File: src/rtl/bfbs_pkg.sv
`default_nettype none

package bfbs_pkg;

   // Default frame limits; the top level takes them as parameter defaults.
   localparam int MAX_WIDTH_DEF  = 256;
   localparam int MAX_HEIGHT_DEF = 256;

   // Fixed field widths.
   localparam int CFG_W   = 9;
   localparam int PIXEL_W = 24;
   localparam int BYTE_W  = 8;
   localparam int IDX_W   = 2 * CFG_W + 1;
   localparam int ROWB_W  = CFG_W + 2;
   localparam int DSZ_W   = 20;
   localparam int CSR_IDX_W = 1;

   // Configuration register indexes.
   localparam logic [CSR_IDX_W-1:0] REG_WIDTH  = 1'd0;
   localparam logic [CSR_IDX_W-1:0] REG_HEIGHT = 1'd1;

   // Input word kinds.
   localparam logic KIND_LOAD    = 1'b0;
   localparam logic KIND_REQUEST = 1'b1;

   // File layout constants.
   localparam logic [5:0]  HDR_BYTES   = 6'd54;
   localparam logic [7:0]  TAG_B       = 8'h42;
   localparam logic [7:0]  TAG_M       = 8'h4D;
   localparam logic [31:0] DATA_OFFSET = 32'h36;
   localparam logic [31:0] INFO_SIZE   = 32'h28;
   localparam logic [31:0] PLANES_BPP  = 32'h0018_0001;
   localparam logic [31:0] PELS_PER_M  = 32'h0000_2E23;

   // Header word slots after the tag.
   localparam logic [3:0] HW_FILE_SIZE = 4'd0;
   localparam logic [3:0] HW_OFFSET    = 4'd2;
   localparam logic [3:0] HW_INFO_SIZE = 4'd3;
   localparam logic [3:0] HW_WIDTH     = 4'd4;
   localparam logic [3:0] HW_HEIGHT    = 4'd5;
   localparam logic [3:0] HW_PLANES    = 4'd6;
   localparam logic [3:0] HW_DATA_SIZE = 4'd8;
   localparam logic [3:0] HW_XPPM      = 4'd9;
   localparam logic [3:0] HW_YPPM      = 4'd10;

   // What the sequencer hands to the pending stage for one output byte.
   typedef struct packed {
      logic              is_pixel;
      logic              zero;
      logic [1:0]        sel;
      logic [BYTE_W-1:0] data;
      logic              last;
   } issue_type;

   // One byte of the 54-byte header.
   function automatic logic [BYTE_W-1:0] hdr_byte(
      input logic [5:0]       hp,
      input logic [CFG_W-1:0] w,
      input logic [CFG_W-1:0] h,
      input logic [DSZ_W-1:0] dsz
   );
      logic [5:0]        off;
      logic [3:0]        k;
      logic [1:0]        b;
      logic [31:0]       word;
      logic [BYTE_W-1:0] res;
      off = hp - 6'd2;
      k   = off[5:2];
      b   = off[1:0];
      case (k) inside
         HW_FILE_SIZE:      word = 32'(dsz) + 32'(HDR_BYTES);
         HW_OFFSET:         word = DATA_OFFSET;
         HW_INFO_SIZE:      word = INFO_SIZE;
         HW_WIDTH:          word = 32'(w);
         HW_HEIGHT:         word = 32'(h);
         HW_PLANES:         word = PLANES_BPP;
         HW_DATA_SIZE:      word = 32'(dsz);
         HW_XPPM, HW_YPPM:  word = PELS_PER_M;
         default:           word = 32'd0;
      endcase
      res = word[{b, 3'b000} +: BYTE_W];
      if (hp == 6'd0) begin
         res = TAG_B;
      end else if (hp == 6'd1) begin
         res = TAG_M;
      end
      return res;
   endfunction

endpackage

`default_nettype wire

File: src/rtl/bfbs_ctrl.sv
`default_nettype none

module bfbs_ctrl #(
   parameter  int MAX_WIDTH  = bfbs_pkg::MAX_WIDTH_DEF,
   parameter  int MAX_HEIGHT = bfbs_pkg::MAX_HEIGHT_DEF,
   localparam int DEPTH      = MAX_WIDTH * MAX_HEIGHT,
   localparam int AW         = (DEPTH > 1) ? $clog2(DEPTH) : 1
) (
   input  wire logic                      clock,
   input  wire logic                      reset,
   input  wire logic                      req_accept,
   input  wire logic                      req_kind,
   input  wire logic [bfbs_pkg::CFG_W-1:0] cfg_width,
   input  wire logic [bfbs_pkg::CFG_W-1:0] cfg_height,
   output logic                           ram_wr_en,
   output logic      [AW-1:0]             ram_wr_addr,
   output logic                           ram_rd_en,
   output logic      [AW-1:0]             ram_rd_addr,
   output bfbs_pkg::issue_type            issue
);

   import bfbs_pkg::*;

   localparam int LC_W = $clog2(DEPTH + 1);

   localparam logic [1:0] PH_HEADER = 2'd0;
   localparam logic [1:0] PH_PIXEL  = 2'd1;
   localparam logic [1:0] PH_PAD    = 2'd2;

   logic [LC_W-1:0]  load_count_ff, load_count_in;
   logic [1:0]       phase_ff, phase_in;
   logic [5:0]       hpos_ff, hpos_in;
   logic [CFG_W-1:0] row_ff, row_in;
   logic [CFG_W-1:0] col_ff, col_in;
   logic [1:0]       bip_ff, bip_in;

   logic [CFG_W-1:0]   eff_w, eff_h;
   logic [1:0]         pad;
   logic [2*CFG_W-1:0] frame_px;
   logic [ROWB_W-1:0]  row_bytes;
   logic [DSZ_W-1:0]   data_size;
   logic [IDX_W-1:0]   idx;
   logic               load_ok;
   logic               is_req;
   logic               do_end;
   logic [CFG_W:0]     col_next;
   logic [2:0]         bip_next;
   logic [6:0]         hpos_next;

   // Clamp the registers into the supported frame size.
   always_comb begin
      if (cfg_width == '0) begin
         eff_w = CFG_W'(1);
      end else if (32'(cfg_width) > MAX_WIDTH) begin
         eff_w = CFG_W'(MAX_WIDTH);
      end else begin
         eff_w = cfg_width;
      end
      if (cfg_height == '0) begin
         eff_h = CFG_W'(1);
      end else if (32'(cfg_height) > MAX_HEIGHT) begin
         eff_h = CFG_W'(MAX_HEIGHT);
      end else begin
         eff_h = cfg_height;
      end
   end

   // Frame sizes: padding per row, pixel count and pixel data bytes.
   assign pad       = eff_w[1:0];
   assign frame_px  = (2*CFG_W)'(eff_w) * (2*CFG_W)'(eff_h);
   assign row_bytes = {1'b0, eff_w, 1'b0} + {2'b00, eff_w} + ROWB_W'(pad);
   assign data_size = DSZ_W'(row_bytes) * DSZ_W'(eff_h);

   // Store index of the pixel being sent, rows from the bottom up.
   assign idx = IDX_W'(row_ff) * IDX_W'(eff_w) + IDX_W'(col_ff);

   assign load_ok = (32'(load_count_ff) < 32'(frame_px)) && (32'(load_count_ff) < DEPTH);
   assign is_req  = req_accept && (req_kind == KIND_REQUEST);

   // Store ports: loads write at the fill count, pixel bytes read the store.
   assign ram_wr_en   = req_accept && (req_kind == KIND_LOAD) && load_ok;
   assign ram_wr_addr = AW'(load_count_ff);
   assign ram_rd_en   = is_req && (phase_ff == PH_PIXEL);
   assign ram_rd_addr = AW'(idx);

   // Byte sequencer: header, then pixel and padding bytes row by row.
   always_comb begin
      load_count_in = load_count_ff;
      phase_in      = phase_ff;
      hpos_in       = hpos_ff;
      row_in        = row_ff;
      col_in        = col_ff;
      bip_in        = bip_ff;
      do_end        = 1'b0;
      col_next      = {1'b0, col_ff} + 1'b1;
      bip_next      = {1'b0, bip_ff} + 1'b1;
      hpos_next     = {1'b0, hpos_ff} + 1'b1;
      issue.is_pixel = 1'b0;
      issue.zero     = (32'(idx) >= DEPTH);
      issue.sel      = bip_ff;
      issue.data     = '0;
      issue.last     = 1'b0;

      if (ram_wr_en) begin
         load_count_in = load_count_ff + 1'b1;
      end

      if (is_req) begin
         case (phase_ff)
            PH_PIXEL: begin
               issue.is_pixel = 1'b1;
               if (bip_ff >= 2'd2) begin
                  bip_in = 2'd0;
                  if (col_next >= {1'b0, eff_w}) begin
                     col_in = '0;
                     if (pad != 2'd0) begin
                        phase_in = PH_PAD;
                     end else begin
                        do_end = 1'b1;
                     end
                  end else begin
                     col_in = col_next[CFG_W-1:0];
                  end
               end else begin
                  bip_in = bip_next[1:0];
               end
            end
            PH_PAD: begin
               bip_in = bip_next[1:0];
               if (bip_next >= {1'b0, pad}) begin
                  do_end = 1'b1;
               end
            end
            default: begin
               issue.data = hdr_byte(hpos_ff, eff_w, eff_h, data_size);
               hpos_in    = hpos_next[5:0];
               if (hpos_next >= {1'b0, HDR_BYTES}) begin
                  hpos_in  = '0;
                  phase_in = PH_PIXEL;
                  row_in   = eff_h - 1'b1;
                  col_in   = '0;
                  bip_in   = 2'd0;
               end
            end
         endcase

         // End of a row: step up one row, or close the file after the top row.
         if (do_end) begin
            col_in = '0;
            bip_in = 2'd0;
            if (row_ff == '0) begin
               phase_in      = PH_HEADER;
               hpos_in       = '0;
               row_in        = '0;
               load_count_in = '0;
               issue.last    = 1'b1;
            end else begin
               row_in   = row_ff - 1'b1;
               phase_in = PH_PIXEL;
            end
         end
      end
   end

   always_ff @(posedge clock) begin
      if (reset) begin
         load_count_ff <= '0;
         phase_ff      <= PH_HEADER;
         hpos_ff       <= '0;
         row_ff        <= '0;
         col_ff        <= '0;
         bip_ff        <= '0;
      end else begin
         load_count_ff <= load_count_in;
         phase_ff      <= phase_in;
         hpos_ff       <= hpos_in;
         row_ff        <= row_in;
         col_ff        <= col_in;
         bip_ff        <= bip_in;
      end
   end

endmodule

`default_nettype wire

File: config.mk
export PLATFORM = sky130hd
export DESIGN_NAME = bfbs_ctrl
export DESIGN_NICKNAME = d
export VERILOG_FILES = /design/src/rtl/bfbs_pkg.sv /design/src/rtl/bfbs_ctrl.sv
export SDC_FILE = /design/constraint.sdc
export NUM_CORES = 1
export LEC_CHECK = 0
export CAP_MARGIN = 5
export CORE_MARGIN = 3
export CORE_UTILIZATION = 50
export DETAILED_ROUTE_END_ITERATION = 8
export DONT_BUFFER_PORTS = 1
export RECOVER_POWER = 25
export SLEW_MARGIN = 5
export SYNTH_ARGS = -nofsm -noshare
export SYNTH_HDL_FRONTEND = slang
export SYNTH_SLANG_ARGS = --single-unit
File: constraint.sdc
create_clock -name clock -period 18.4 [get_ports clock]
set_clock_uncertainty 0.15 [all_clocks]
set_input_delay 3.68 -clock clock [delete_from_list [all_inputs] [get_ports clock]]
set_output_delay 3.68 -clock clock [all_outputs]
set_load 0.005 [all_outputs]
# Word-level counts from Yosys, hierarchy flattened

Index checks and enable logic that the tools add are counted.

Output and inout port bits: 47
Bits in registers: 45
Input port bits: 22

Magnitude comparators: 9
Shift-type cells: 1
Eq/ne operators: 16
Bitwise operators: 1
Mux-type cells: 56
Reductions and logical operators: 20
Add/sub/neg operators: 11
Multiply operators: 3

Operator list:

| operator                                                                              | count |
|---|---|
| 21-bit 2-to-1 mux                                                                     | 6 |
| 9-bit 2-to-1 mux                                                                      | 13 |
| 17-bit 2-to-1 mux                                                                     | 4 |
| 32-bit 2-to-1 mux                                                                     | 2 |
| 9-bit by 9-bit multiplier with 18-bit output                                          | 2 |
| 32-bit by 6-bit indexed part select with 8-bit output                                 | 1 |
| 9-bit zero test                                                                       | 3 |
| 6-bit 2-to-1 mux                                                                      | 4 |
| 8-bit 2-to-1 mux                                                                      | 3 |
| 20-bit by 6-bit adder with 21-bit output, second input constant                       | 1 |
| 11-bit by 9-bit multiplier with 20-bit output                                         | 1 |
| 20-bit 2-to-1 mux                                                                     | 1 |
| 18-bit by 9-bit adder with 19-bit output                                              | 1 |
| 19-bit by 17-bit greater-or-equal comparator with 1-bit output, second input constant | 1 |
| 9-bit > comparator, second input constant                                             | 2 |
| 17-bit by 18-bit < comparator with 1-bit output                                       | 1 |
| 9-bit case mux with 2 select lines                                                    | 1 |
| 9-bit by 1-bit subtractor with 9-bit output, second input constant                    | 2 |
| 17-bit by 1-bit adder with 17-bit output, second input constant                       | 1 |
| 17-bit < comparator, second input constant                                            | 1 |
| 2-bit 2-to-1 mux                                                                      | 8 |
| 14-bit 2-to-1 mux                                                                     | 1 |
| 4-bit by 3-bit == test with 1-bit output, second input constant                       | 3 |
| 4-bit == test, second input constant                                                  | 3 |
| 32 further kinds                                                                      | 51 |

# Longest topological paths before layout

Word-level depth: 20
Mapped depth: 33
Depth with buffers taken out: 31

# Worst setup path after synthesis

OpenSTA, ideal clock, no wires.

Kind: input to output
Start point: in cfg_width[8] (netlist name)
End point: out issue[4] (netlist name)
Stages: 30
Data arrival time: 11.041 ns
Slack: 3.529 ns
Data required time: 14.570 ns
Path through: inv_1 > clkbuf_1 > nand2_1 > inv_1 > clkbuf_1 > fa_1 > ha_1 > inv_1 > fa_1 > inv_1 > a21oi_1 > o21bai_1 > a21o_1 > a21o_1 > xnor2_1 > nor2_1 > fa_1 > fa_1 > fa_1 > inv_1 > fa_1 > inv_1 > ha_1 > or4b_2 > nand3_1 > nand2_1 > or4_1 > nor3b_1 > xnor2_1 > a21oi_1

RTL lines:

| what        | RTL line        | text |
|---|---|---|
| from (decl) | bfbs_ctrl.sv:13 | `input wire logic [bfbs_pkg::CFG_W-1:0] cfg_width,` |
| to (decl)   | bfbs_ctrl.sv:19 | `output bfbs_pkg::issue_type issue` |

==> out/summary.txt <==
status - completed
clk buf depth - 2
post-detail-place hpwl - 29,200 um
via count - 11,949
final hold viol count - 0
setup violators final - 0
Initial DRC Count - 816
Layout area overhead - 2.03%
post-synth net total - 2,122
number of enable flip-flop cells after synthesis - 0
post-synthesis register bit count - 45
post-synth cell types - 77
mean post-synth cell area - 7.72 um^2
top sig layer - met4
Post-Route WL - 36,500 um
fill count - 2,618
flop-to-flop setup slack - 13.59 ns
GRT Util Overall - 25.5%
CP Class - in -> out
Critical Path Slowest Stage Cell - clkinvlp_2
post-route minimum period - 16.47 ns
mapped cell area - 13,600 um^2
Clock transition at path regs - 0.08 ns
Primary FF master, synth - dfxtp_1
f_max - 60.7 MHz
Worst EP required - 14.57 ns
unrepaired setup endpoints after global routing - no
Hold-fix buffers, CTS - 0
Tot Pwr - 0.565 mW
top cells by area, synth - fa_1, ha_1, inv_1, dfxtp_1, nand2_1
clock share of power - 18.4%
drt drc - 0
setup TNS - 0 ns
crit path DAT - 12.64 ns
max_slew headroom - 28.3%
Max Cap Viol - 0
Final Non-Filler Cells - 2,026
area leader, netlist - fa_1
Overflow after GRT - 0
GPL Wtd Cong - 0.971
Cells after DPL - 2,018
register share of total power - 17.6%
startpoint types - input port
antenna diode count - 0
Lkg Pwr - 6.78 nW
first-pass GRT wire length - 60,700 um
Worst-Skew Late Latency - 0.31 ns
antenna violations before repair - 0
Worst Setup End Kind - primary output
PostCTS Resize Cnt - 0
Clock Sinks - 45
post-route ant nets - 0
cell internal pwr - 0.285 mW
combinational share of power - 63.9%
Yosys top cell area share - 23.5%
Starting Density - 51.4%
# IOs - 69
nets - 2,057
TritonCTS clock tree - yes
PD cells - 40.8 nW/um^2
worst min-delay path class - reg -> reg
final period utilization - 89.5%
area occupied by multi-input gates - 11,300 um^2
switching portion of total power - 49.5%
async set or reset register ratio after synthesis - 0%
M1 wire length - 17,000 um
die height - 171 um
First-pass DRT Iterations - 6
Worst VDD drop - 0.0359 mV
met2 routed WL - 16,700 um
total CTS buffers - 5
Final Max Slew Viols - 0
IO buf count - 0
Root Buffer - clkbuf_16
Synth Warn # - 0
H-tree levels - 2
vias in the first global route - 11,601
Worst Tran Pin Value - 1.05 ns
top fanout value on the critical path - 25
layout cells sized above 1 - 2.19%
vias per inst - 5.90
cells after synthesis - 1,755
met3 WL - 1850 um
Core Footprint - 26,400 um^2
most common cell in the synthesized netlist - inv_1
post-synthesis sequential area ratio - 6.65%
Die X - 171 um
WL per Instance - 18.0 um
die area - 29,100 um^2
final core utilization - 52.5%
Net Switching - 0.280 mW
most frequent cells after synthesis - inv_1, nand2_1, ha_1
CP max stage delay - 0.97 ns
Rows - 59
# Post-CTS Setup Buffers - 0
Register Area - 901 um^2
largest net degree at the start of global routing - 28
-- final timing paths --
kind / startpoint / end / cells after the start
setup / recovery: cfg_width[8] / issue[4] / 29
setup reg to reg: col_ff[0]$_SDFFE_PP0P_ / phase_ff[1]$_SDFFE_PP0P_ / 15
hold reg to reg: phase_ff[0]$_SDFFE_PP0P_ / phase_ff[0]$_SDFFE_PP0P_ / 2
hold / removal: phase_ff[0]$_SDFFE_PP0P_ / phase_ff[0]$_SDFFE_PP0P_ / 2
-- cells in the final DEF, fill, tap and decap left out, types with 8 or more instances in the layout --
cell type	synthesis	routed
and2_1	43	43
a311oi_1	8	8
a21oi_1	81	82
nor2_1	166	166
and3_1	11	11
buf_4	17	14
mux2i_1	11	11
nand4_1	11	11
or3_1	10	10
a21o_1	28	28
a211oi_1	15	15
xnor2_1	41	41
inv_1	245	245
a31oi_1	17	17
ha_1	186	186
xor2_1	30	30
or4_1	12	12
nand3_1	37	37
nor3_1	40	40
nand2_1	213	213
o211ai_1	13	13
o21a_1	10	10
nor2b_1	24	24
nand2b_1	20	20
o31ai_1	13	13
o21ai_0	59	59
nor4_1	13	13
dfxtp_1	45	45
fa_1	159	159
-- critical path: cells and delay by family --
kind	cells	cell delay, ns
xor+xnor	3	0.84
fa+ha+maj	8	3.34
compound gates	9	2.55
buf+inv	6	1.39
simple gates	3	0.83
-- stage by stage --
| step | instance area, um^2 | hold slack [ns] | setup WS, ns |
|---|---|---|---|
| 3_5_place_dp | 13700 | 0.357 | 2.78 |
| 4_1_cts | 13800 | 0.370 | 2.76 |
| 5_1_grt | 13800 | 0.397 | 1.18 |
| 3_3_place_gp | 13700 | 0.341 | 3.00 |
| 2_1_floorplan | 13600 | 0.315 | 3.53 |
| 6_report | 13800 | 0.361 | 1.93 |
-- registers in the layout, indices dropped and copies added (netlist names) --
name	cells
load_count_ff	17
col_ff	9
row_ff	9
hpos_ff	6
bip_ff	2
phase_ff	2
-- per-layer routing --
layer	vias up	global-route usage, %
met5	-	0
met4	0	7.05
met3	59	2.68
met2	349	41.3
met1	5796	36.5
li1	5745	-
-- cell type report --
| type | instances | share of cell area [%] |
|---|---|---|
| multi-input cells | 1374 | 81.8 |
| inverters | 249 | 6.77 |
| flip-flops and latches | 45 | 6.51 |
| well taps | 335 | 3.03 |
| clock buffers | 5 | 0.905 |
| repair buffers | 15 | 0.787 |
| clock inverters | 3 | 0.181 |
-- cells by family (layout without fill, tap and decap cells) --
group                    Yosys count  after routing  synth area share (%)
AND/OR/NAND/NOR                  619            619                  21.2
adder cells (fa/ha/maj)          345            345                  40.7
buffers and inverters            336            272                  9.85
AO/OA/AOI/OAI                    328            328                  16.3
XOR/XNOR                          71             71                  4.59
flip-flops                        45             45                  6.65
multiplexers                      11             11                 0.812
-- power by group through the flow --
stage | clock (mW) | combinational (mW) | sequential [mW]
finish | 0.104 | 0.361 | 0.0996
global route | 0.109 | 0.413 | 0.0997
CTS | 0.105 | 0.360 | 0.0995
detailed placement | 0 | 0.357 | 0.102
global placement | 0 | 0.354 | 0.102
floorplan | 0 | 0.284 | 0.101
(Power assumes the default switching activity.)
